`src/hw/rtl/efc_pkg.sv`:
```
// Shared types, codes and constants for the four-floor elevator controller.
// Used by the configuration registers and the top level.
// Has no dependencies.
package efc_pkg;

    localparam int FLOORS      = 4;
    localparam int FLOOR_W     = 3;
    localparam int FLOOR_IDX_W = $clog2(FLOORS);
    localparam int CFG_W       = 16;
    localparam int ADDR_W      = 5;
    localparam int APB_DATA_W  = 32;
    localparam int DUTY_W      = 7;
    localparam int DRIVE_W     = 2;
    localparam int CHASE_N     = 4;
    localparam int CHASE_W     = $clog2(CHASE_N);

    localparam logic OP_TICK  = 1'b0;
    localparam logic OP_PRESS = 1'b1;

    localparam logic [DRIVE_W-1:0] DOOR_OFF     = 2'd0;
    localparam logic [DRIVE_W-1:0] DOOR_CLOSING = 2'd1;
    localparam logic [DRIVE_W-1:0] DOOR_OPENING = 2'd2;
    localparam logic [DRIVE_W-1:0] LIFT_OFF     = 2'd0;
    localparam logic [DRIVE_W-1:0] LIFT_UP      = 2'd1;
    localparam logic [DRIVE_W-1:0] LIFT_DOWN    = 2'd2;

    localparam logic [DUTY_W-1:0] DUTY_OFF          = 7'd0;
    localparam logic [DUTY_W-1:0] DUTY_DOOR_CLOSING = 7'd50;
    localparam logic [DUTY_W-1:0] DUTY_DOOR_OPENING = 7'd60;
    localparam logic [DUTY_W-1:0] DUTY_LIFT_UP      = 7'd80;
    localparam logic [DUTY_W-1:0] DUTY_LIFT_DOWN    = 7'd60;

    localparam logic [CFG_W-1:0] IDLE_TIMEOUT_RESET = 16'd1000;
    localparam logic [CFG_W-1:0] DOOR_CLOSE_RESET   = 16'd4000;
    localparam logic [CFG_W-1:0] TRAVEL_RESET       = 16'd6000;
    localparam logic [CFG_W-1:0] DOOR_OPEN_RESET    = 16'd4000;
    localparam logic [CFG_W-1:0] CHASE_STEP_RESET   = 16'd250;

    typedef enum logic [2:0] {
        REG_IDLE_TIMEOUT = 3'd0,
        REG_DOOR_CLOSE   = 3'd1,
        REG_TRAVEL       = 3'd2,
        REG_DOOR_OPEN    = 3'd3,
        REG_CHASE_STEP   = 3'd4
    } reg_index_t;

    typedef enum logic [3:0] {
        MODE_COMMAND = 4'b0001,
        MODE_CLOSING = 4'b0010,
        MODE_TRAVEL  = 4'b0100,
        MODE_OPENING = 4'b1000
    } mode_t;

    typedef struct packed {
        logic [CFG_W-1:0] idle_timeout_ticks;
        logic [CFG_W-1:0] door_close_ticks;
        logic [CFG_W-1:0] travel_ticks;
        logic [CFG_W-1:0] door_open_ticks;
        logic [CFG_W-1:0] chase_step_ticks;
    } cfg_t;

    typedef struct packed {
        logic               opcode;
        logic [FLOOR_W-1:0] button_floor;
    } in_item_t;

    typedef struct packed {
        logic [FLOOR_W-1:0] current_floor;
        logic [FLOORS-1:0]  request_lights;
        logic               serving;
        logic [DRIVE_W-1:0] door_drive;
        logic [DUTY_W-1:0]  door_duty;
        logic [DRIVE_W-1:0] lift_drive;
        logic [DUTY_W-1:0]  lift_duty;
        logic [CHASE_N-1:0] chase_lights;
    } out_item_t;

    typedef struct packed {
        logic               found;
        logic [FLOOR_W-1:0] floor_num;
        logic               down;
    } pick_t;

    // Nearest pending floor above when going up is allowed, else the nearest one below.
    function automatic pick_t pick_next(logic [FLOOR_W-1:0] floor_now,
                                        logic [FLOORS-1:0] pending, logic try_up);
        pick_t up;
        pick_t dn;
        up = '0;
        dn = '0;
        for (int f = FLOORS; f >= 1; f--)
        begin
            if (FLOOR_W'(f) > floor_now && pending[f-1])
            begin
                up.found     = 1'b1;
                up.floor_num = FLOOR_W'(f);
                up.down      = 1'b0;
            end
        end
        for (int f = 1; f <= FLOORS; f++)
        begin
            if (FLOOR_W'(f) < floor_now && pending[f-1])
            begin
                dn.found     = 1'b1;
                dn.floor_num = FLOOR_W'(f);
                dn.down      = 1'b1;
            end
        end
        return (try_up && up.found) ? up : dn;
    endfunction

endpackage

```
`src/hw/rtl/efc_stream_if.sv`:
```
// Valid/ready stream interface carrying one payload per transaction.
// The payload type is set per instance, normally from efc_pkg.
interface efc_stream_if #(parameter type payload_t = logic) ();
    logic     valid;
    logic     ready;
    payload_t payload;

    modport source (output valid, output payload, input ready);
    modport sink   (input valid, input payload, output ready);
endinterface

```
`src/hw/rtl/efc_cfg_regs.sv`:
```
// APB-style configuration register file for the elevator controller timing.
// Depends on efc_pkg for the register map, widths and reset values.
module efc_cfg_regs (
    input  logic                            clk,
    input  logic                            rst_n,
    input  logic                            psel,
    input  logic                            penable,
    input  logic                            pwrite,
    input  logic [efc_pkg::ADDR_W-1:0]      paddr,
    input  logic [efc_pkg::APB_DATA_W-1:0]  pwdata,
    output logic [efc_pkg::APB_DATA_W-1:0]  prdata,
    output logic                            pready,
    output efc_pkg::cfg_t                   cfg
);

    efc_pkg::cfg_t        cfg_reg;
    efc_pkg::reg_index_t  reg_index;
    logic                 wr_en;
    logic [efc_pkg::CFG_W-1:0] wr_data;
    logic [efc_pkg::CFG_W-1:0] rd_data;

    assign pready    = 1'b1;
    assign reg_index = efc_pkg::reg_index_t'(paddr[efc_pkg::ADDR_W-1:2]);
    assign wr_en     = psel && penable && pwrite && pready;
    assign wr_data   = pwdata[efc_pkg::CFG_W-1:0];

    always_ff @(posedge clk or negedge rst_n)
    begin
        if (!rst_n)
        begin
            cfg_reg.idle_timeout_ticks <= efc_pkg::IDLE_TIMEOUT_RESET;
            cfg_reg.door_close_ticks   <= efc_pkg::DOOR_CLOSE_RESET;
            cfg_reg.travel_ticks       <= efc_pkg::TRAVEL_RESET;
            cfg_reg.door_open_ticks    <= efc_pkg::DOOR_OPEN_RESET;
            cfg_reg.chase_step_ticks   <= efc_pkg::CHASE_STEP_RESET;
        end
        else if (wr_en)
        begin
            unique case (reg_index)
                efc_pkg::REG_IDLE_TIMEOUT: cfg_reg.idle_timeout_ticks <= wr_data;
                efc_pkg::REG_DOOR_CLOSE:   cfg_reg.door_close_ticks   <= wr_data;
                efc_pkg::REG_TRAVEL:       cfg_reg.travel_ticks       <= wr_data;
                efc_pkg::REG_DOOR_OPEN:    cfg_reg.door_open_ticks    <= wr_data;
                efc_pkg::REG_CHASE_STEP:   cfg_reg.chase_step_ticks   <= wr_data;
                default:                   ;
            endcase
        end
    end

    always_comb
    begin
        unique case (reg_index)
            efc_pkg::REG_IDLE_TIMEOUT: rd_data = cfg_reg.idle_timeout_ticks;
            efc_pkg::REG_DOOR_CLOSE:   rd_data = cfg_reg.door_close_ticks;
            efc_pkg::REG_TRAVEL:       rd_data = cfg_reg.travel_ticks;
            efc_pkg::REG_DOOR_OPEN:    rd_data = cfg_reg.door_open_ticks;
            efc_pkg::REG_CHASE_STEP:   rd_data = cfg_reg.chase_step_ticks;
            default:                   rd_data = '0;
        endcase
    end

    assign prdata = efc_pkg::APB_DATA_W'(rd_data);
    assign cfg    = cfg_reg;

endmodule

```
`src/hw/rtl/four_floor_elevator_controller_top.sv`:
```
// Top level of the four-floor elevator controller: request latching, stop sequencing,
// door and lift drive outputs and the chasing light.
// Depends on efc_pkg, efc_stream_if and efc_cfg_regs.
//
// Usage: each input transaction on in_ch is one timebase tick (opcode 0) or one completed
// button press (opcode 1 with button_floor). Every input transaction yields exactly one
// output transaction on out_ch with the floor, request lights, mode and motor drive state
// as they stand after that input. The user writes the timing registers over the
// APB-style port only while the block is idle; the block itself does not enforce
// this. pready is always high. Each input is held in one input register while the
// state update is worked out in the single logic stage after it, and its result is
// captured in one result register, from which it leaves on out_ch.
// Throughput is one transaction per cycle while out_ch accepts results; the state registers
// feed the next item directly. When the receiver stalls, the result register holds its
// transaction and the input register still takes one more; in_ch.ready then drops until
// out_ch drains. Reset clears both registers' valid flags, returns the car to floor 1 in
// command mode with no pending requests, and loads the default timing registers.
module four_floor_elevator_controller_top #(
    parameter int TIMER_BITS = 16
) (
    input  logic                            clk,
    input  logic                            rst_n,
    efc_stream_if.sink                      in_ch,
    efc_stream_if.source                    out_ch,
    input  logic                            psel,
    input  logic                            penable,
    input  logic                            pwrite,
    input  logic [efc_pkg::ADDR_W-1:0]      paddr,
    input  logic [efc_pkg::APB_DATA_W-1:0]  pwdata,
    output logic [efc_pkg::APB_DATA_W-1:0]  prdata,
    output logic                            pready
);

    localparam int CW = (TIMER_BITS > efc_pkg::CFG_W) ? TIMER_BITS : efc_pkg::CFG_W;
    localparam logic [TIMER_BITS-1:0] TIMER_MAX = '1;

    function automatic logic [TIMER_BITS:0] count_tick(logic [TIMER_BITS-1:0] ctr,
                                                       logic [efc_pkg::CFG_W-1:0] limit);
        logic [CW-1:0]         lim;
        logic [TIMER_BITS-1:0] nxt;
        lim = (CW'(limit) > CW'(TIMER_MAX)) ? CW'(TIMER_MAX) : CW'(limit);
        nxt = (ctr != TIMER_MAX) ? ctr + TIMER_BITS'(1) : ctr;
        if (CW'(nxt) >= lim)
            return {1'b1, {TIMER_BITS{1'b0}}};
        return {1'b0, nxt};
    endfunction

    efc_pkg::cfg_t cfg;

    efc_cfg_regs u_cfg_regs (
        .clk     (clk),
        .rst_n   (rst_n),
        .psel    (psel),
        .penable (penable),
        .pwrite  (pwrite),
        .paddr   (paddr),
        .pwdata  (pwdata),
        .prdata  (prdata),
        .pready  (pready),
        .cfg     (cfg)
    );

    logic                s1_valid_reg;
    efc_pkg::in_item_t   s1_item_reg;
    logic                out_valid_reg;
    efc_pkg::out_item_t  out_item_reg;
    logic                s1_adv;
    logic                proc;

    efc_pkg::mode_t                     mode_reg, mode_next;
    logic                               sweep_down_reg, sweep_down_next;
    logic [efc_pkg::FLOOR_W-1:0]        floor_reg, floor_next;
    logic [efc_pkg::FLOOR_W-1:0]        target_reg, target_next;
    logic [efc_pkg::FLOORS-1:0]         pending_reg, pending_next;
    logic [TIMER_BITS-1:0]              phase_timer_reg, phase_timer_next;
    logic [TIMER_BITS-1:0]              idle_timer_reg, idle_timer_next;
    logic [efc_pkg::CHASE_W-1:0]        chase_pos_reg, chase_pos_next;
    logic [TIMER_BITS-1:0]              chase_timer_reg, chase_timer_next;
    logic                               chase_on_reg, chase_on_next;

    logic [efc_pkg::CFG_W-1:0]          phase_limit;
    logic [TIMER_BITS:0]                idle_cnt;
    logic [TIMER_BITS:0]                phase_cnt;
    logic [TIMER_BITS:0]                chase_cnt;
    efc_pkg::pick_t                     pick_up;
    efc_pkg::pick_t                     pick_resume;
    logic [efc_pkg::FLOOR_W-1:0]        bf;
    logic [efc_pkg::FLOOR_IDX_W-1:0]    bf_idx;
    logic [efc_pkg::FLOOR_IDX_W-1:0]    target_idx;
    logic [efc_pkg::FLOOR_IDX_W-1:0]    floor_idx;
    logic [efc_pkg::CHASE_W-1:0]        shown;
    efc_pkg::out_item_t                 out_next;

    assign s1_adv      = !out_valid_reg || out_ch.ready;
    assign proc        = s1_valid_reg && s1_adv;
    assign in_ch.ready = !s1_valid_reg || s1_adv;

    always_ff @(posedge clk or negedge rst_n)
    begin
        if (!rst_n)
            s1_valid_reg <= 1'b0;
        else if (in_ch.ready)
            s1_valid_reg <= in_ch.valid;
    end

    always_ff @(posedge clk)
    begin
        if (in_ch.ready && in_ch.valid)
            s1_item_reg <= in_ch.payload;
    end

    always_comb
    begin
        unique case (mode_reg)
            efc_pkg::MODE_CLOSING: phase_limit = cfg.door_close_ticks;
            efc_pkg::MODE_TRAVEL:  phase_limit = cfg.travel_ticks;
            default:               phase_limit = cfg.door_open_ticks;
        endcase
    end

    assign idle_cnt    = count_tick(idle_timer_reg, cfg.idle_timeout_ticks);
    assign phase_cnt   = count_tick(phase_timer_reg, phase_limit);
    assign chase_cnt   = count_tick(chase_timer_reg, cfg.chase_step_ticks);
    assign pick_up     = efc_pkg::pick_next(floor_reg, pending_reg, 1'b1);
    assign pick_resume = efc_pkg::pick_next(floor_reg, pending_reg, !sweep_down_reg);
    assign bf          = s1_item_reg.button_floor;
    assign bf_idx      = efc_pkg::FLOOR_IDX_W'(bf - efc_pkg::FLOOR_W'(1));
    assign target_idx  = efc_pkg::FLOOR_IDX_W'(target_reg - efc_pkg::FLOOR_W'(1));
    assign floor_idx   = efc_pkg::FLOOR_IDX_W'(floor_reg - efc_pkg::FLOOR_W'(1));

    always_comb
    begin
        mode_next        = mode_reg;
        sweep_down_next  = sweep_down_reg;
        floor_next       = floor_reg;
        target_next      = target_reg;
        pending_next     = pending_reg;
        phase_timer_next = phase_timer_reg;
        idle_timer_next  = idle_timer_reg;
        chase_pos_next   = chase_pos_reg;
        chase_timer_next = chase_timer_reg;
        chase_on_next    = chase_on_reg;

        unique case (mode_reg)
            efc_pkg::MODE_COMMAND:
            begin
                if (s1_item_reg.opcode == efc_pkg::OP_PRESS)
                begin
                    if (bf >= efc_pkg::FLOOR_W'(1) && bf <= efc_pkg::FLOOR_W'(efc_pkg::FLOORS)
                        && bf != floor_reg)
                        pending_next[bf_idx] = 1'b1;
                    idle_timer_next = '0;
                end
                else
                begin
                    idle_timer_next = idle_cnt[TIMER_BITS-1:0];
                    if (idle_cnt[TIMER_BITS] && pick_up.found)
                    begin
                        target_next      = pick_up.floor_num;
                        sweep_down_next  = pick_up.down;
                        mode_next        = efc_pkg::MODE_CLOSING;
                        phase_timer_next = '0;
                    end
                end
            end
            efc_pkg::MODE_CLOSING:
            begin
                if (s1_item_reg.opcode == efc_pkg::OP_TICK)
                begin
                    phase_timer_next = phase_cnt[TIMER_BITS-1:0];
                    if (phase_cnt[TIMER_BITS])
                    begin
                        mode_next        = efc_pkg::MODE_TRAVEL;
                        chase_timer_next = '0;
                        chase_on_next    = 1'b0;
                    end
                end
            end
            efc_pkg::MODE_TRAVEL:
            begin
                if (s1_item_reg.opcode == efc_pkg::OP_TICK)
                begin
                    chase_timer_next = chase_cnt[TIMER_BITS-1:0];
                    if (chase_cnt[TIMER_BITS])
                    begin
                        chase_on_next  = 1'b1;
                        chase_pos_next = sweep_down_reg
                                       ? chase_pos_reg - efc_pkg::CHASE_W'(1)
                                       : chase_pos_reg + efc_pkg::CHASE_W'(1);
                    end
                    phase_timer_next = phase_cnt[TIMER_BITS-1:0];
                    if (phase_cnt[TIMER_BITS])
                    begin
                        chase_on_next            = 1'b0;
                        pending_next[target_idx] = 1'b0;
                        floor_next               = target_reg;
                        mode_next                = efc_pkg::MODE_OPENING;
                    end
                end
            end
            efc_pkg::MODE_OPENING:
            begin
                if (s1_item_reg.opcode == efc_pkg::OP_TICK)
                begin
                    phase_timer_next = phase_cnt[TIMER_BITS-1:0];
                    if (phase_cnt[TIMER_BITS])
                    begin
                        if (pick_resume.found)
                        begin
                            target_next      = pick_resume.floor_num;
                            sweep_down_next  = pick_resume.down;
                            mode_next        = efc_pkg::MODE_CLOSING;
                            phase_timer_next = '0;
                        end
                        else
                        begin
                            mode_next       = efc_pkg::MODE_COMMAND;
                            idle_timer_next = '0;
                        end
                    end
                end
            end
            default:
            begin
                mode_next = efc_pkg::MODE_COMMAND;
            end
        endcase
    end

    assign shown = sweep_down_next ? chase_pos_next + efc_pkg::CHASE_W'(1)
                                   : chase_pos_next - efc_pkg::CHASE_W'(1);

    always_comb
    begin
        out_next.current_floor  = floor_next;
        out_next.request_lights = pending_next;
        out_next.serving        = (mode_next != efc_pkg::MODE_COMMAND);
        out_next.door_drive     = efc_pkg::DOOR_OFF;
        out_next.door_duty      = efc_pkg::DUTY_OFF;
        out_next.lift_drive     = efc_pkg::LIFT_OFF;
        out_next.lift_duty      = efc_pkg::DUTY_OFF;
        out_next.chase_lights   = '0;
        unique case (mode_next)
            efc_pkg::MODE_CLOSING:
            begin
                out_next.door_drive = efc_pkg::DOOR_CLOSING;
                out_next.door_duty  = efc_pkg::DUTY_DOOR_CLOSING;
            end
            efc_pkg::MODE_OPENING:
            begin
                out_next.door_drive = efc_pkg::DOOR_OPENING;
                out_next.door_duty  = efc_pkg::DUTY_DOOR_OPENING;
            end
            efc_pkg::MODE_TRAVEL:
            begin
                out_next.lift_drive = sweep_down_next ? efc_pkg::LIFT_DOWN : efc_pkg::LIFT_UP;
                out_next.lift_duty  = sweep_down_next ? efc_pkg::DUTY_LIFT_DOWN
                                                      : efc_pkg::DUTY_LIFT_UP;
                if (chase_on_next)
                    out_next.chase_lights = efc_pkg::CHASE_N'(1) << shown;
            end
            default:
            begin
            end
        endcase
    end

    always_ff @(posedge clk or negedge rst_n)
    begin
        if (!rst_n)
        begin
            mode_reg        <= efc_pkg::MODE_COMMAND;
            sweep_down_reg  <= 1'b1;
            floor_reg       <= efc_pkg::FLOOR_W'(1);
            target_reg      <= efc_pkg::FLOOR_W'(1);
            pending_reg     <= '0;
            phase_timer_reg <= '0;
            idle_timer_reg  <= '0;
            chase_pos_reg   <= '0;
            chase_timer_reg <= '0;
            chase_on_reg    <= 1'b0;
        end
        else if (proc)
        begin
            mode_reg        <= mode_next;
            sweep_down_reg  <= sweep_down_next;
            floor_reg       <= floor_next;
            target_reg      <= target_next;
            pending_reg     <= pending_next;
            phase_timer_reg <= phase_timer_next;
            idle_timer_reg  <= idle_timer_next;
            chase_pos_reg   <= chase_pos_next;
            chase_timer_reg <= chase_timer_next;
            chase_on_reg    <= chase_on_next;
        end
    end

    always_ff @(posedge clk or negedge rst_n)
    begin
        if (!rst_n)
            out_valid_reg <= 1'b0;
        else if (s1_adv)
            out_valid_reg <= s1_valid_reg;
    end

    always_ff @(posedge clk)
    begin
        if (proc)
            out_item_reg <= out_next;
    end

    assign out_ch.valid   = out_valid_reg;
    assign out_ch.payload = out_item_reg;

    // The car never holds a pending request for the floor it is standing at.
    assert property (@(posedge clk) disable iff (!rst_n)
        !pending_reg[floor_idx])
        else $error("pending request latched for the current floor");

    // While a stop is in progress the sweep direction points from the floor to the target.
    assert property (@(posedge clk) disable iff (!rst_n)
        (mode_reg == efc_pkg::MODE_CLOSING || mode_reg == efc_pkg::MODE_TRAVEL) |->
        (sweep_down_reg ? (target_reg < floor_reg) : (target_reg > floor_reg)))
        else $error("sweep direction disagrees with the target floor");

    // Controller state moves only when a transaction is processed.
    assert property (@(posedge clk) disable iff (!rst_n)
        !proc |=> ($stable(pending_reg) && $stable(floor_reg) && $stable(mode_reg)))
        else $error("controller state changed without a processed transaction");

    // A stalled result is never overwritten by the next item.
    assert property (@(posedge clk) disable iff (!rst_n)
        (out_valid_reg && !out_ch.ready) |-> !proc)
        else $error("result register loaded while its transaction was stalled");

endmodule
```
`src/flat_wrapper.sv`:
```
// flat-port wrapper written by rule: the top's interface ports become plain ports
module four_floor_elevator_controller_top_flat 
#(
    parameter int TIMER_BITS = 16
)
  (clk, rst_n, psel, penable, pwrite, paddr, pwdata, prdata, pready, in_ch_valid, in_ch_payload, in_ch_ready, out_ch_valid, out_ch_payload, out_ch_ready);
  efc_stream_if in_ch_i ();
  efc_stream_if out_ch_i ();
  input  logic clk;
  input  logic rst_n;
  input  logic psel;
  input  logic penable;
  input  logic pwrite;
  input  logic [efc_pkg::ADDR_W-1:0] paddr;
  input  logic [efc_pkg::APB_DATA_W-1:0] pwdata;
  output logic [efc_pkg::APB_DATA_W-1:0] prdata;
  output logic pready;
  input wire logic [$bits(in_ch_i.valid)-1:0] in_ch_valid;
  input wire logic [$bits(in_ch_i.payload)-1:0] in_ch_payload;
  output wire logic [$bits(in_ch_i.ready)-1:0] in_ch_ready;
  output wire logic [$bits(out_ch_i.valid)-1:0] out_ch_valid;
  output wire logic [$bits(out_ch_i.payload)-1:0] out_ch_payload;
  input wire logic [$bits(out_ch_i.ready)-1:0] out_ch_ready;
  assign in_ch_i.valid = in_ch_valid;
  assign in_ch_i.payload = in_ch_payload;
  assign in_ch_ready = in_ch_i.ready;
  assign out_ch_valid = out_ch_i.valid;
  assign out_ch_payload = out_ch_i.payload;
  assign out_ch_i.ready = out_ch_ready;
  four_floor_elevator_controller_top #(.TIMER_BITS(TIMER_BITS)) u_core (.clk(clk), .rst_n(rst_n), .in_ch(in_ch_i), .out_ch(out_ch_i), .psel(psel), .penable(penable), .pwrite(pwrite), .paddr(paddr), .pwdata(pwdata), .prdata(prdata), .pready(pready));
endmodule
```
`config.mk`:
```
export PLATFORM = sky130hd
export DESIGN_NAME = four_floor_elevator_controller_top_flat
export DESIGN_NICKNAME = d
export VERILOG_FILES = /design/src/hw/rtl/efc_pkg.sv /design/src/hw/rtl/efc_stream_if.sv /design/src/hw/rtl/efc_cfg_regs.sv /design/src/hw/rtl/four_floor_elevator_controller_top.sv /design/src/flat_wrapper.sv
export SDC_FILE = /design/constraint.sdc
export NUM_CORES = 1
export LEC_CHECK = 0
export ABC_AREA = 0
export BUFFER_PORTS_ARGS = -buffer_cell sky130_fd_sc_hd__buf_2
export CELL_PAD_IN_SITES_DETAIL_PLACEMENT = 0
export CELL_PAD_IN_SITES_GLOBAL_PLACEMENT = 2
export CORE_ASPECT_RATIO = 0.75
export CORE_MARGIN = 2
export CORE_UTILIZATION = 32
export CTS_BUF_LIST = sky130_fd_sc_hd__clkbuf_4
export DETAILED_ROUTE_END_ITERATION = 8
export GPL_TIMING_DRIVEN = 0
export PLACE_DENSITY = 0.73
export SLEW_MARGIN = 20
export SYNTH_ARGS = -nofsm -noshare
export SYNTH_HDL_FRONTEND = slang
export SYNTH_SLANG_ARGS = --single-unit
```
`constraint.sdc`:
```
create_clock -name clk -period 9.2 [get_ports clk]
set_clock_uncertainty 0.2 [all_clocks]
set_input_delay 0.46 -clock clk [delete_from_list [all_inputs] [get_ports clk]]
set_output_delay 0.46 -clock clk [all_outputs]
set_load 0.02 [all_outputs]
```
Word level (Yosys, flattened, before mapping)
Index checks and enable logic that the tools add are counted.
{"block": "classes", "add_sub_neg": 8, "n_lt_le_gt_ge": 16, "n_eq_ne": 17, "shift": 1, "n_mux": 60, "n_bitwise": 2, "n_reduce_logical": 35}
{"op": "two-way mux 16 bit", "count": 12}
{"op": "two-way mux 17 bit", "count": 6}
{"op": "one-hot mux 16 bit (2 select lines)", "count": 3}
{"op": "one-hot mux 16 bit (5 select lines)", "count": 1}
{"op": "two-way mux 5 bit", "count": 10}
{"op": "adder 16 x 1 -> 16 bit, second input constant", "count": 3}
{"op": ">= comparator 16 bit", "count": 3}
{"op": "> comparator 16 bit, second input constant", "count": 3}
{"op": "!= test 16 bit, second input constant", "count": 3}
{"op": "one-hot mux 16 bit (3 select lines)", "count": 1}
{"op": "two-way mux 4 bit", "count": 4}
{"op": "one-hot mux 4 bit (4 select lines)", "count": 1}
{"op": "logical AND 1 bit", "count": 14}
{"op": "AND reduction 2 bit", "count": 6}
{"op": "two-way mux 1 bit", "count": 10}
{"op": "two-way mux 2 bit", "count": 5}
{"op": "two-way mux 3 bit", "count": 3}
{"op": "AND reduction 3 bit", "count": 3}
{"op": "== test 4 x 3 -> 1 bit, second input constant", "count": 2}
{"op": "!= test 2 x 1 -> 1 bit, second input constant", "count": 4}
{"op": "== test 3 x 2 -> 1 bit, second input constant", "count": 2}
{"op": "> comparator 2 x 3 -> 1 bit, first input constant", "count": 2}
{"op": "< comparator 2 x 3 -> 1 bit, first input constant", "count": 2}
{"op": "one-hot mux 3 bit (2 select lines)", "count": 1}
{"op": "other kinds (27)", "count": 35}
{"block": "word_totals", "word_cells": 157, "out_inout_bits": 36, "reg_bits": 149, "input_bits": 45}

Longest topological paths before layout
Gate-level depths: netlist (run 1).
{"block": "logic_depth", "depth_word": 13, "depth_mapped": 17, "mapped_depth_nobuf": 15}

Cells and area by module
A second synthesis (run 1) with hierarchy kept.
{"block": "unflattened", "hier_cells": 928, "area_unflattened_um2": 9424.0}
{"module": "four_floor_elevator_controller_top", "n_inst": 1, "cells_per_inst": 653, "seq_area_each_um2": 1736.7, "area_each_um2": 5542.8}
{"module": "efc_cfg_regs", "n_inst": 1, "cells_per_inst": 275, "seq_area_each_um2": 2040.7, "area_each_um2": 3881.2}

Worst setup path after synthesis (run 1)
No wires, ideal clock.
{"block": "synth_timing", "kind": "reg-to-reg", "from": "register u_core.mode_reg[3]", "to": "register u_core.idle_timer_reg[3]", "t_arrival_ns": 3.682, "stages_incl_launch_ff": 16, "path_buffers": 3, "period_less_slack_ns": 3.978, "setup_ns": 0.096, "required_ns": 8.904, "slack_ns": 5.222, "cell_sequence": "dfrtp_1 -> or2_2 -> nor3b_1 -> clkbuf_1 -> clkbuf_1 -> a22o_1 -> a21oi_1 -> ha_1 -> nand2_1 -> o21ai_0 -> a41oi_1 -> o31ai_4 -> a31oi_4 -> or3_1 -> buf_2 -> o31ai_1"}
{"block": "synth_via", "elab_chain_cells": 9, "word_cells_on_any_way": 15, "cone_classes": "order compare (2); eq/ne (6); mux (5); reduce/logical (2)"}
{"element": "from (decl)", "line": "four_floor_elevator_controller_top.sv:70", "source": "efc_pkg::mode_t mode_reg, mode_next;"}
{"element": "from (signal assigned)", "line": "four_floor_elevator_controller_top.sv:272", "source": "mode_reg <= efc_pkg::MODE_COMMAND;"}
{"element": "from (signal assigned)", "line": "four_floor_elevator_controller_top.sv:285", "source": "mode_reg <= mode_next;"}
{"element": "== test 4 x 3 -> 1 bit / == test 4 x 2 -> 1 bit (equally long branches)", "line": "four_floor_elevator_controller_top.sv:114", "source": "unique case (mode_reg)"}
{"element": "one-hot mux 16 bit (2 select lines)", "line": "four_floor_elevator_controller_top.sv:114"}
{"element": "> comparator 16 bit", "line": "four_floor_elevator_controller_top.sv:41", "source": "lim = (CW'(limit) > CW'(TIMER_MAX)) ? CW'(TIMER_MAX) : CW'(limit);"}
{"element": "two-way mux 16 bit", "line": "four_floor_elevator_controller_top.sv:41"}
{"element": ">= comparator 16 bit", "line": "four_floor_elevator_controller_top.sv:43", "source": "if (CW'(nxt) >= lim)"}
{"element": "two-way mux 1 bit", "line": "four_floor_elevator_controller_top.sv:43"}
{"element": "two-way mux 17 bit", "line": "four_floor_elevator_controller_top.sv:45", "source": "return {1'b0, nxt};"}
{"element": "!= test 2 x 1 -> 1 bit (no source line)"}
{"element": "AND reduction 4 bit (no source line)"}
{"element": "to (signal assigned)", "line": "four_floor_elevator_controller_top.sv:291", "source": "idle_timer_reg <= idle_timer_next;"}
{"element": "to (decl)", "line": "four_floor_elevator_controller_top.sv:76", "source": "logic [TIMER_BITS-1:0] idle_timer_reg, idle_timer_next;"}
Parallel ways exist; a longest one is shown, timed or not.
A chain may end at the register's enable or synchronous reset.

Worst setup path after layout (run 1)
{"block": "layout_timing", "from": "register u_core.mode_reg[0]", "to": "register u_core.floor_reg[2] in the netlist's numbering"}
{"block": "layout_via", "elab_chain_cells": 8, "word_cells_on_any_way": 9, "cone_classes": "order compare (2); eq/ne (2); mux (4); reduce/logical (1)"}
{"element": "== test 4 x 3 -> 1 bit / == test 4 x 2 -> 1 bit (equally long branches)", "line": "four_floor_elevator_controller_top.sv:114, four_floor_elevator_controller_top.sv:144"}
{"element": "one-hot mux 16 bit (2 select lines)", "line": "four_floor_elevator_controller_top.sv:114"}
{"element": "> comparator 16 bit", "line": "four_floor_elevator_controller_top.sv:41"}
{"element": "two-way mux 16 bit", "line": "four_floor_elevator_controller_top.sv:41"}
{"element": ">= comparator 16 bit", "line": "four_floor_elevator_controller_top.sv:43"}
{"element": "two-way mux 1 bit", "line": "four_floor_elevator_controller_top.sv:43"}
{"element": "two-way mux 17 bit", "line": "four_floor_elevator_controller_top.sv:45"}
{"element": "AND reduction 3 bit (no source line) *"}
{"element": "to (signal assigned)", "line": "four_floor_elevator_controller_top.sv:274", "source": "floor_reg <= efc_pkg::FLOOR_W'(1);"}
{"element": "to (signal assigned)", "line": "four_floor_elevator_controller_top.sv:287", "source": "floor_reg <= floor_next;"}
{"element": "to (decl)", "line": "four_floor_elevator_controller_top.sv:72", "source": "logic [efc_pkg::FLOOR_W-1:0] floor_reg, floor_next;"}
Mark *: on every way between the ends. The rest lies on a longest branch, timed or not.

==> summary.log, run 1 <==
[synth] Yosys top cell area share 29.8%
[synth] share of async-settable or async-resettable flops after synthesis 99.3%
[sta] time the worst path needs with I/O delays and setup 5700 ps
[run_status] result of the run completed
[global_route] global-route wire length before repair 44300 µm
[sta] Final Worst Setup Slack 3500 ps
[clock_network] H-tree depth 4
[clock_network] Clock Sink Count 149
[synth] cell type with the highest aggregate area in the netlist sky130_fd_sc_hd__dfrtp_1
[drt] Avg WL per Cell 18.8 µm
[drt] total via count after detailed routing 7862
[clock_network] number of gates resized after cts 0
[place] setup slack at placement 3470 ps
[clock_network] total CTS buffers 17
[min_path] hold crit path type in -> async
[drt] Detailed Route Iter0 Violations 622
[drt] number of nets still failing antenna checks after routing 0
[sta] Worst Max-Slew Pin Slew 875 ps
[die] core area 0.0291 mm²
[place] IO Port Bufs 43
[global_route] initial antenna violation count 1
[drt] via-per-instance ratio 5.25
[global_route] largest net degree at the start of global routing 86
[drt] Residual DRC 0
[synth] number of library cell types mapped by synthesis 62
[synth] number of instances in the synthesized netlist 993
[drt] wire length after detailed routing 28100 µm
[sta] unrepaired setup endpoints after global routing no
[synth] Yosys warning total 0
[cells_and_area] Filler Cells Inserted 3003
[critical_path] CP Cell Sequence clkbuf_1, nor4b_2, clkbuf_1, nor2_1, clkbuf_1, a21oi_1, ha_1, nand2_1, o21ai_0, a41oi_1, o31ai_4, clkbuf_1, nand2_1, mux2_2
[run] Max-Cap Viols 0
[drt] first-pass iteration count of the detailed router 8
[clock_network] maximum count of clock buffers along a single path 2
[sta] fmax 175 MHz
[cells_and_area] share of layout cells above drive strength 1 21.9%
[synth] commonest register cell after synthesis sky130_fd_sc_hd__dfrtp_1
[global_route] gr ovfl total 0
[critical_path] Slowest-stage cell, CP sky130_fd_sc_hd__nor2_1
[power_and_ir_drop] pwr/cell area 180 mW/mm²
[power_and_ir_drop] worst voltage drop across the vdd grid 79.9 µV
[critical_path] category of the most critical setup path reg -> reg
[synth] FF+latch count, synth 149
[die] starting density of the core 32.6%
[sta] final number of setup-violating endpoints 0
[clock_network] worst skew pair latency 600 ps
[critical_path] Worst Path Max Fanout 10
[critical_path] data arrival time of the critical path 6000 ps
[power_and_ir_drop] P_leak 0.00471 µW
[critical_path] number of cell instances on the worst register-to-register path 14
[cells_and_area] number of flip-flops under the largest register name 80
[sta] tightest slew margin relative to the limit 41.6%
[critical_path] number of buffers and inverters on the critical path 4
[synth] top post-synthesis cells by area sky130_fd_sc_hd__dfrtp_1 (30%), sky130_fd_sc_hd__mux2_2 (10%), sky130_fd_sc_hd__dfstp_2 (9.7%)
[critical_path] most used cell along the critical path sky130_fd_sc_hd__clkbuf_1
[clock_network] Reg clk slew, reported paths 150 ps
[critical_path] slowest stage delay, CP 750 ps
[critical_path] type of element launching the critical path flip-flop
[die] die height 153 µm
[synth] Seq/Total Area, Yosys 39.8%
[die] DIE WIDTH 203 µm
[critical_path] total number of cells along the worst setup path 14
[synth] number of enable-type register cells in the synthesized netlist 1
[global_route] via count of the first global-routing pass 7650
[synth] commonest cells in the netlist sky130_fd_sc_hd__dfrtp_1 (113), sky130_fd_sc_hd__nand2_1 (92), sky130_fd_sc_hd__mux2_2 (88)
[die] area of the die 0.0311 mm²
[synth] dominant cell by count in the synthesized netlist sky130_fd_sc_hd__dfrtp_1
[cells_and_area] growth of design area from synthesis to finish 13.8%
[clock_network] TritonCTS clock tree yes
[clock_network] buffer cell driving the clock tree root sky130_fd_sc_hd__clkbuf_4
[sta] final worst-path cycle share 62.0%
[sta] final hold violation count 0
[sta] final count of pins violating max slew 0
[place] GPL Wtd Cong 0.806
[cells_and_area] end-of-flow core utilization 37.1%
[sta] final total negative setup slack 0 ps
[die] number of placement rows 54
[die] io pins 81
[place] Detailed Place HPWL 21300 µm
[critical_path] sort of element at the end of the critical path flip-flop
[global_route] total track usage 18.5%
[cells_and_area] total number of nets in the final design 1187
[critical_path] Worst EP required 9500 ps
[synth] Post-Syn Area per Cell 9.57 µm²
[synth] post-synthesis instance area 0.00950 mm²
[clock_network] Post-CTS Setup Bufs 0
[critical_path] cell family contributing the most delay on the critical path buffers and inverters
==> report_power, final <==
group | switching [µW] | total [µW] | internal [µW]
clock | 268 | 442 | 174
combinational | 371 | 621 | 249
sequential | 96.8 | 877 | 781
==> worst reg2reg max path, cell delays in order, from the launching register on <==
cell and delay [ps]:
sky130_fd_sc_hd__dfstp_2 550, sky130_fd_sc_hd__clkbuf_1 320, sky130_fd_sc_hd__nor4b_2 160, sky130_fd_sc_hd__clkbuf_1 320, sky130_fd_sc_hd__nor2_1 750, sky130_fd_sc_hd__clkbuf_1 520
sky130_fd_sc_hd__a21oi_1 180, sky130_fd_sc_hd__ha_1 320, sky130_fd_sc_hd__nand2_1 50, sky130_fd_sc_hd__o21ai_0 230, sky130_fd_sc_hd__a41oi_1 280, sky130_fd_sc_hd__o31ai_4 570
sky130_fd_sc_hd__clkbuf_1 490, sky130_fd_sc_hd__nand2_1 310, sky130_fd_sc_hd__mux2_2 340
==> area by class of cell <==
cell class              count  area, µm²  share of cell area [%]
clock inverters            11        130                    1.20
clock buffers              21        158                    1.46
flip-flops and latches    149       3780                    35.0
repair buffers             64        453                    4.19
multi-input cells         750       5320                    49.2
inverters                  43        161                    1.49
diodes                      1       2.50                  0.0232
well taps                 392        490                    4.54
plain buffers              66        317                    2.93
==> through the flow <==
step | hold WS, ps | cell area [µm²] | std cells | total power [µW]
final | 176 | 10800 | 1497 | 1940
after floorplan | -35.6 | 9560 | 1008 | 1290
after global placement | 293 | 10300 | 1443 | 1490
after detailed placement | 258 | 10300 | 1444 | 1500
after CTS | 167 | 10800 | 1496 | 1950
after global routing | 184 | 10800 | 1497 | 2070
==> routing by layer <==
| layer | vias up | track usage [%] | share of wire [%] |
|---|---|---|---|
| met5 | - | 0 | 0 |
| met4 | 0 | 3.44 | 0.66 |
| met3 | 13 | 3.09 | 4.7 |
| met2 | 178 | 24.9 | 39 |
| met1 | 3847 | 30.1 | 55 |
| li1 | 3824 | - | - |
==> path summary, 6_finish.rpt <==
check                                             to  slack, ps            startpoint
min                        u_core.idle_timer_reg[12]        180                 rst_n
min reg2reg                      u_core.floor_reg[2]        330  u_core.target_reg[2]
max reg2reg                      u_core.floor_reg[2]       3500    u_core.mode_reg[0]
max                              u_core.floor_reg[2]       3500    u_core.mode_reg[0]
min in group clk           u_core.u_cfg_regs.cfg[35]        250              paddr[3]
max in group asynchronous  u_core.u_cfg_regs.cfg[26]       7760                 rst_n
==> cells in the final DEF (no fill, tap or decap), types with 10 or more instances in the layout <==
cell type                       Yosys  layout
sky130_fd_sc_hd__dfrtp_1          113     113
sky130_fd_sc_hd__nand2_1           92      92
sky130_fd_sc_hd__mux2_2            88      88
sky130_fd_sc_hd__o21ai_0           63      63
sky130_fd_sc_hd__a21oi_1           59      59
sky130_fd_sc_hd__ha_1              51      51
sky130_fd_sc_hd__nor2_1            49      49
sky130_fd_sc_hd__buf_2              4      46
sky130_fd_sc_hd__clkbuf_1          45      45
sky130_fd_sc_hd__inv_1             43      43
sky130_fd_sc_hd__dfstp_2           35      35
sky130_fd_sc_hd__a22oi_1           32      32
sky130_fd_sc_hd__a22o_1            28      28
sky130_fd_sc_hd__nand3_1           27      27
sky130_fd_sc_hd__a31oi_1           22      22
sky130_fd_sc_hd__clkbuf_4           0      21
sky130_fd_sc_hd__xnor2_1           20      20
sky130_fd_sc_hd__dlygate4sd3_1      0      20
sky130_fd_sc_hd__o22ai_1           18      18
sky130_fd_sc_hd__buf_4             17      17
sky130_fd_sc_hd__conb_1             2      17
sky130_fd_sc_hd__and3_1            15      15
sky130_fd_sc_hd__o21a_1            14      14
sky130_fd_sc_hd__xor2_1            12      12
sky130_fd_sc_hd__nand2b_1          12      12
sky130_fd_sc_hd__nand4_1           11      11
sky130_fd_sc_hd__or3_1             11      11
sky130_fd_sc_hd__nor3_1            11      11
sky130_fd_sc_hd__nor2b_1           10      10
==> timing repair <==
action | 4_1_cts | 5_1_grt
endpoints found under the hold margin | 145 | 0
endpoints found under the setup margin | 0 | 0
hold buffers | 20 | 0
==> cells by family after synthesis <==
kind of cell    Yosys count  synth area share (%)
compound gates          294                  20.9
xor+xnor                 32                  2.95
fa+ha+maj                51                  6.72
buf+inv                 109                  5.03
flops                   149                  39.8
mux                      93                  11.0
other cells               2                0.0790
simple gates            263                  13.6
(Power assumes the default switching activity.)
==> run 2: changes to the inputs <==
--- a/config.mk
+++ b/config.mk
@@ -15,7 +15,7 @@
 export CTS_BUF_LIST = sky130_fd_sc_hd__clkbuf_4
 export DETAILED_ROUTE_END_ITERATION = 8
 export GPL_TIMING_DRIVEN = 0
-export PLACE_DENSITY = 0.73
+export PLACE_DENSITY = 0.75
 export SLEW_MARGIN = 20
 export SYNTH_ARGS = -nofsm -noshare
 export SYNTH_HDL_FRONTEND = slang
==> constraint.sdc (replaced) <==
create_clock -name clk -period 5.2 [get_ports clk]
set_clock_uncertainty 0.2 [all_clocks]
set_input_delay 0.26 -clock clk [delete_from_list [all_inputs] [get_ports clk]]
set_output_delay 0.26 -clock clk [all_outputs]
set_load 0.02 [all_outputs]
==> summary.log, run 2 (same netlist as run 1, synthesis figures left out) <==
[run_status] result of the run completed [unchanged]
[power_and_ir_drop] P_leak 0.00480 µW [was 0.00471 µW]
[cells_and_area] growth of design area from synthesis to finish 15.0% [was 13.8%]
[critical_path] Worst EP required 5500 ps [was 9500 ps]
[drt] Avg WL per Cell 18.7 µm [was 18.8 µm]
[min_path] count of cells along the worst hold path 3
[sta] tightest slew margin relative to the limit 41.9% [was 41.6%]
[place] Cell Area, Placed 0.0103 mm² [unchanged]
[cells_and_area] final std cell area, no fill 0.0109 mm² [was 0.0108 mm²]
[clock_network] H-tree depth 4 [unchanged]
[cells_and_area] share of layout cells above drive strength 1 23.5% [was 21.9%]
[global_route] Top Usage Layer GRT met1 [unchanged]
[place] Detailed Place HPWL 21200 µm [was 21300 µm]
[power_and_ir_drop] Design Power 3490 µW [was 1940 µW]
[sta] time the worst path needs with I/O delays and setup 4960 ps [was 5700 ps]
[die] number of placement rows 54 [unchanged]
[sta] final count of pins violating max slew 0 [unchanged]
[drt] wire length after detailed routing 28100 µm [about the same]
[clock_network] Clock Sink Count 149 [unchanged]
[global_route] initial antenna violation count 1 [unchanged]
[place] setup slack at placement -459 ps [was 3470 ps]
[sta] Final Worst Setup Slack 244 ps [was 3500 ps]
[die] area of the die 0.0311 mm² [unchanged]
[cells_and_area] end-of-flow core utilization 37.5% [was 37.1%]
[clock_network] buffer cell driving the clock tree root sky130_fd_sc_hd__clkbuf_4 [unchanged]
[min_path] worst min-delay path startpoint paddr[3]
[place] IO Port Bufs 43 [unchanged]
[global_route] global-route wire length before repair 44200 µm [was 44300 µm]
[clock_network] Reg clk slew, reported paths 140 ps [was 150 ps]
[global_route] total track usage 18.5% [about the same]
[min_path] Hold Crit Endpoint u_core.u_cfg_regs.cfg[33]
[sta] unrepaired setup endpoints after global routing no [unchanged]
[critical_path] cell family contributing the most delay on the critical path compound AO/OA/AOI/OAI gates [was buffers and inverters]
[critical_path] Slowest-stage cell, CP sky130_fd_sc_hd__dfstp_2 [was sky130_fd_sc_hd__nor2_1]
[global_route] met2 GRT Util 24.9% [about the same]
[sta] final total negative setup slack 0 ps [unchanged]
[sta] final number of setup-violating endpoints 0 [unchanged]
[drt] number of nets still failing antenna checks after routing 0 [unchanged]
[die] DIE WIDTH 203 µm [unchanged]
[sta] Worst Max-Slew Pin Slew 871 ps [was 875 ps]
[sta] final hold violation count 0 [unchanged]
[die] starting density of the core 32.6% [unchanged]
[critical_path] Worst Path Max Fanout 10 [unchanged]
[sta] fmax 202 MHz [was 175 MHz]
[drt] first-pass iteration count of the detailed router 5 [was 8]
[place] GPL Wtd Cong 0.800 [was 0.806]
[critical_path] Worst R2R End u_core.idle_timer_reg[3] [was u_core.floor_reg[2]]
[drt] Residual DRC 0 [unchanged]
[clock_network] worst skew pair latency 610 ps [was 600 ps]
[critical_path] CP Cell Sequence clkbuf_1, nor4b_4, clkbuf_2, nor2_4, clkbuf_2, a21oi_1, ha_1, nand2_1, o21ai_0, a41oi_2, o31ai_4, a31oi_4, or3_1, buf_2, o31ai_1 [was clkbuf_1, nor4b_2, clkbuf_1, nor2_1, clkbuf_1, a21oi_1, ha_1, nand2_1, o21ai_0, a41oi_1, o31ai_4, clkbuf_1, nand2_1, mux2_2]
[critical_path] r2r startpoint u_core.mode_reg[0] [unchanged]
[clock_network] maximum count of clock buffers along a single path 2 [unchanged]
[critical_path] sort of element at the end of the critical path flip-flop [unchanged]
[power_and_ir_drop] worst voltage drop across the vdd grid 136 µV [was 79.9 µV]
[global_route] largest net degree at the start of global routing 91 [was 86]
[cells_and_area] most common cell after layout, fill and taps aside sky130_fd_sc_hd__dfrtp_1 [unchanged]
[drt] total via count after detailed routing 8057 [was 7862]
[run] Max-Cap Viols 0 [unchanged]
[cells_and_area] total number of nets in the final design 1190 [was 1187]
[critical_path] most used cell along the critical path sky130_fd_sc_hd__clkbuf_2 [was sky130_fd_sc_hd__clkbuf_1]
[min_path] hold crit path type in -> reg [was in -> async]
[global_route] via count of the first global-routing pass 7591 [was 7650]
[sta] final worst-path cycle share 95.3% [was 62.0%]
[critical_path] number of buffers and inverters on the critical path 4 [unchanged]
[power_and_ir_drop] pwr/cell area 319 mW/mm² [was 180 mW/mm²]
[drt] Detailed Route Iter0 Violations 598 [was 622]
[global_route] gr ovfl total 0 [unchanged]
[critical_path] data arrival time of the critical path 5250 ps [was 6000 ps]
[drt] via-per-instance ratio 5.37 [was 5.25]
[critical_path] slowest stage delay, CP 540 ps [was 750 ps]
[critical_path] setup slack of the most critical reg-to-reg path 240 ps [was 3500 ps]
[critical_path] number of cell instances on the worst register-to-register path 15 [was 14]
[clock_network] TritonCTS clock tree yes [unchanged]
[die] core area 0.0291 mm² [unchanged]
[critical_path] category of the most critical setup path reg -> reg [unchanged]
[cells_and_area] most used cells in the layout excluding fill and tap cells sky130_fd_sc_hd__dfrtp_1 (113), sky130_fd_sc_hd__nand2_1 (92), sky130_fd_sc_hd__mux2_2 (88) [unchanged]
[critical_path] type of element launching the critical path flip-flop [unchanged]
[clock_network] total CTS buffers 17 [unchanged]
[cells_and_area] number of flip-flops under the largest register name 80 [unchanged]
[die] io pins 81 [unchanged]
[global_route] GRT met1 Usage 29.6% [was 30.1%]
[global_route] met3 usage in global routing 4.01% [was 3.09%]
[die] die height 153 µm [unchanged]
[run 2: worst register-to-register path, cell delays in order (launching register included)]
cell and delay (ps):
sky130_fd_sc_hd__dfstp_2 540, sky130_fd_sc_hd__clkbuf_1 360, sky130_fd_sc_hd__nor4b_4 140, sky130_fd_sc_hd__clkbuf_2 280, sky130_fd_sc_hd__nor2_4 340, sky130_fd_sc_hd__clkbuf_2 370, sky130_fd_sc_hd__a21oi_1 150, sky130_fd_sc_hd__ha_1 310
sky130_fd_sc_hd__nand2_1 50, sky130_fd_sc_hd__o21ai_0 320, sky130_fd_sc_hd__a41oi_2 260, sky130_fd_sc_hd__o31ai_4 470, sky130_fd_sc_hd__a31oi_4 270, sky130_fd_sc_hd__or3_1 400, sky130_fd_sc_hd__buf_2 180, sky130_fd_sc_hd__o31ai_1 220
[run 2: what timing repair did]
item                                   4_1_cts  5_1_grt
setup endpoints to repair                   64       40
endpoints found under the hold margin      209        0
setup buffers                                0        2
pin swaps                                    0        1
gates cloned                                 0        0
gates resized for setup                      6       15
hold buffers                                21        0
[run 2: where the power goes]
group | leakage [µW] | total, µW | internal, µW | switching [µW]
Sequential | 0.00184 | 1550 | 1380 | 171
Clock | 0.000163 | 810 | 343 | 467
Combinational | 0.00280 | 1130 | 456 | 670
Total | 0.00480 | 3490 | 2180 | 1310
[run 2: worst max path at each step]
stage	startpoint	endpoint	slack [ps]	cells after the start
after floorplan	u_core.mode_reg[3]	u_core.idle_timer_reg[3]	1220	15
after global placement	u_core.mode_reg[0]	u_core.floor_reg[2]	-510	14
after detailed placement	u_core.mode_reg[0]	u_core.floor_reg[2]	-460	14
after CTS	u_core.mode_reg[1]	u_core.idle_timer_reg[3]	50	15
after global routing	u_core.mode_reg[0]	u_core.idle_timer_reg[3]	20	15
final	u_core.mode_reg[0]	u_core.idle_timer_reg[3]	240	15
[run 2: stage by stage]
step	instances	hold slack, ps
4_1_cts	1497	13.9
2_1_floorplan	1008	-236
3_3_place_gp	1443	264
3_5_place_dp	1444	34.9
5_1_grt	1500	29.0
6_report	1500	57.9
[run 2: per-layer routing]
metal  vias up  wire length (µm)
li1       3842                 -
met1      4011             15200
met2       191             11100
met3        13              1570
met4         0               167
met5         -                 0
[run 2: area by class of cell]
class / instances / area [µm²]
Clock buffer: 19 / 143
Timing Repair Buffer: 67 / 495
Fill cell: 3019 / 18200
Multi-Input combinational cell: 750 / 5370
Antenna cell: 1 / 2.50
Tap cell: 392 / 490
Inverter: 43 / 161
Clock inverter: 13 / 156
Buffer: 66 / 327
Sequential cell: 149 / 3780
==> run 3: changes to the inputs <==
--- a/config.mk
+++ b/config.mk
@@ -15,6 +15,7 @@
 export CTS_BUF_LIST = sky130_fd_sc_hd__clkbuf_4
 export DETAILED_ROUTE_END_ITERATION = 8
 export GPL_TIMING_DRIVEN = 0
+export HOLD_SLACK_MARGIN = 0.06
 export PLACE_DENSITY = 0.75
 export SLEW_MARGIN = 20
 export SYNTH_ARGS = -nofsm -noshare
==> summary.log, run 3 (same netlist as run 1, synthesis figures left out) <==
[run_status] result of the run completed [unchanged]
[critical_path] category of the most critical setup path reg -> reg [unchanged]
[drt] total via count after detailed routing 8035 [was 8057]
[sta] time the worst path needs with I/O delays and setup 4960 ps [about the same]
[critical_path] data arrival time of the critical path 5270 ps [was 5250 ps]
[min_path] Hold Crit Endpoint u_core.u_cfg_regs.cfg[4] [was u_core.u_cfg_regs.cfg[33]]
[sta] fmax 202 MHz [about the same]
[critical_path] Worst R2R End u_core.idle_timer_reg[3] [unchanged]
[cells_and_area] growth of design area from synthesis to finish 15.5% [was 15.0%]
[die] area of the die 0.0311 mm² [unchanged]
[global_route] global-route wire length before repair 44200 µm [about the same]
[sta] unrepaired setup endpoints after global routing no [unchanged]
[drt] wire length after detailed routing 28100 µm [about the same]
[cells_and_area] most used cells in the layout excluding fill and tap cells sky130_fd_sc_hd__dfrtp_1 (113), sky130_fd_sc_hd__nand2_1 (92), sky130_fd_sc_hd__mux2_2 (88) [unchanged]
[sta] final hold violation count 0 [unchanged]
[drt] first-pass iteration count of the detailed router 5 [unchanged]
[sta] final number of setup-violating endpoints 0 [unchanged]
[global_route] via count of the first global-routing pass 7595 [was 7591]
[drt] number of nets still failing antenna checks after routing 0 [unchanged]
[drt] Residual DRC 0 [unchanged]
[die] number of placement rows 54 [unchanged]
[place] Cell Area, Placed 0.0103 mm² [unchanged]
[global_route] total track usage 18.5% [about the same]
[min_path] count of cells along the worst hold path 4 [was 3]
[power_and_ir_drop] P_leak 0.00482 µW [was 0.00480 µW]
[power_and_ir_drop] worst voltage drop across the vdd grid 141 µV [was 136 µV]
[cells_and_area] final std cell area, no fill 0.0110 mm² [was 0.0109 mm²]
[sta] final count of pins violating max slew 0 [unchanged]
[clock_network] TritonCTS clock tree yes [unchanged]
[die] DIE WIDTH 203 µm [unchanged]
[clock_network] Reg clk slew, reported paths 140 ps [about the same]
[clock_network] buffer cell driving the clock tree root sky130_fd_sc_hd__clkbuf_4 [unchanged]
[drt] Detailed Route Iter0 Violations 615 [was 598]
[clock_network] maximum count of clock buffers along a single path 2 [unchanged]
[die] core area 0.0291 mm² [unchanged]
[sta] final worst-path cycle share 95.3% [about the same]
[die] starting density of the core 32.6% [unchanged]
[critical_path] most used cell along the critical path sky130_fd_sc_hd__clkbuf_2 [unchanged]
[place] IO Port Bufs 43 [unchanged]
[drt] Avg WL per Cell 18.7 µm [about the same]
[clock_network] Clock Sink Count 149 [unchanged]
[die] io pins 81 [unchanged]
[clock_network] worst skew pair latency 630 ps [was 610 ps]
[critical_path] Worst Path Max Fanout 10 [unchanged]
[critical_path] Worst EP required 5510 ps [was 5500 ps]
[global_route] initial antenna violation count 1 [unchanged]
[critical_path] CP Cell Sequence clkbuf_1, nor4b_4, clkbuf_2, nor2_4, clkbuf_2, a21oi_1, ha_1, nand2_1, o21ai_0, a41oi_2, o31ai_4, a31oi_4, or3_1, buf_2, o31ai_1 [unchanged]
[cells_and_area] number of flip-flops under the largest register name 80 [unchanged]
[power_and_ir_drop] pwr/cell area 318 mW/mm² [was 319 mW/mm²]
[drt] via-per-instance ratio 5.34 [was 5.37]
[global_route] largest net degree at the start of global routing 91 [unchanged]
[power_and_ir_drop] Design Power 3490 µW [about the same]
[critical_path] number of cell instances on the worst register-to-register path 15 [unchanged]
[global_route] gr ovfl total 0 [unchanged]
[sta] tightest slew margin relative to the limit 41.9% [about the same]
[cells_and_area] share of layout cells above drive strength 1 23.4% [was 23.5%]
[clock_network] H-tree depth 4 [unchanged]
[sta] Worst Max-Slew Pin Slew 871 ps [about the same]
[critical_path] launch point of the critical path u_core.mode_reg[0] [unchanged]
[cells_and_area] total number of nets in the final design 1194 [was 1190]
[cells_and_area] most common cell after layout, fill and taps aside sky130_fd_sc_hd__dfrtp_1 [unchanged]
[die] die height 153 µm [unchanged]
[min_path] worst min-delay path startpoint penable [was paddr[3]]
[critical_path] slowest stage delay, CP 540 ps [about the same]
[critical_path] type of element launching the critical path flip-flop [unchanged]
[clock_network] total CTS buffers 17 [unchanged]
[place] GPL Wtd Cong 0.800 [unchanged]
[place] Detailed Place HPWL 21200 µm [unchanged]
[critical_path] r2r startpoint u_core.mode_reg[0] [unchanged]
[min_path] hold crit path type in -> reg [unchanged]
[critical_path] Slowest-stage cell, CP sky130_fd_sc_hd__dfstp_2 [unchanged]
[run] Max-Cap Viols 0 [unchanged]
[critical_path] sort of element at the end of the critical path flip-flop [unchanged]
[critical_path] setup slack of the most critical reg-to-reg path 240 ps [about the same]
## run 3: what timing repair did
action	in CTS	in global routing
setup buffers	0	2
setup endpoints to repair	64	40
pin swaps	0	1
hold buffers	25	0
resized for setup	6	15
endpoints found under the hold margin	209	0
## run 3: final cells by class
| type | count | area, µm² |
|---|---|---|
| fill | 3016 | 18200 |
| multi-input combinational | 750 | 5370 |
| sequential | 149 | 3780 |
| timing repair buffer | 71 | 536 |
| tap | 392 | 490 |
| buffer | 66 | 327 |
| inverter | 43 | 161 |
| clock inverter | 13 | 156 |
| clock buffer | 19 | 143 |
| antenna | 2 | 5.00 |
## run 3: how the worst max path moves through the flow
stage,to,slack (ps),cells past startpoint
2_1_floorplan,u_core.idle_timer_reg[3],1220,15
3_3_place_gp,u_core.floor_reg[2],-510,14
3_5_place_dp,u_core.floor_reg[2],-460,14
4_1_cts,u_core.idle_timer_reg[3],50,15
5_1_grt,u_core.idle_timer_reg[3],20,15
6_report,u_core.idle_timer_reg[3],240,15
## run 3: power breakdown
| group | total, µW | switching, µW | leakage (µW) | internal (µW) |
|---|---|---|---|---|
| clock | 815 | 473 | 0.000163 | 343 |
| combinational | 1130 | 668 | 0.00281 | 457 |
| sequential | 1550 | 171 | 0.00184 | 1380 |
| total | 3490 | 1310 | 0.00482 | 2180 |
## run 3: critical path, delay by kind of cell, from the launching register on
family / cells / cell delay, ps
buf+inv: 4 / 1190
fa+ha+maj: 1 / 310
compound gates: 6 / 1690
flops: 1 / 540
simple gates: 4 / 920
## run 3: routing by layer
| metal | vias up | part of all wire [%] | wire length (µm) | track usage, % |
|---|---|---|---|---|
| met5 | - | 0 | 0 | 0 |
| met4 | 0 | 0.61 | 172 | 3.44 |
| met3 | 19 | 5.4 | 1520 | 4.01 |
| met2 | 178 | 40 | 11100 | 25.0 |
| met1 | 3992 | 54 | 15300 | 29.6 |
| li1 | 3846 | - | - | - |
## run 3: per-stage QoR
stage	hold slack, ps	std cells	utilization [%]	setup TNS (ps)	worst slack (ps)
2_1_floorplan	-236	1008	-	0	1220
3_3_place_gp	264	1443	35.2	-14690	-508
3_5_place_dp	34.9	1444	35.4	-13330	-459
4_1_cts	153	1501	37.4	0	45.6
5_1_grt	231	1504	37.7	0	21.2
6_report	232	1505	37.7	0	243
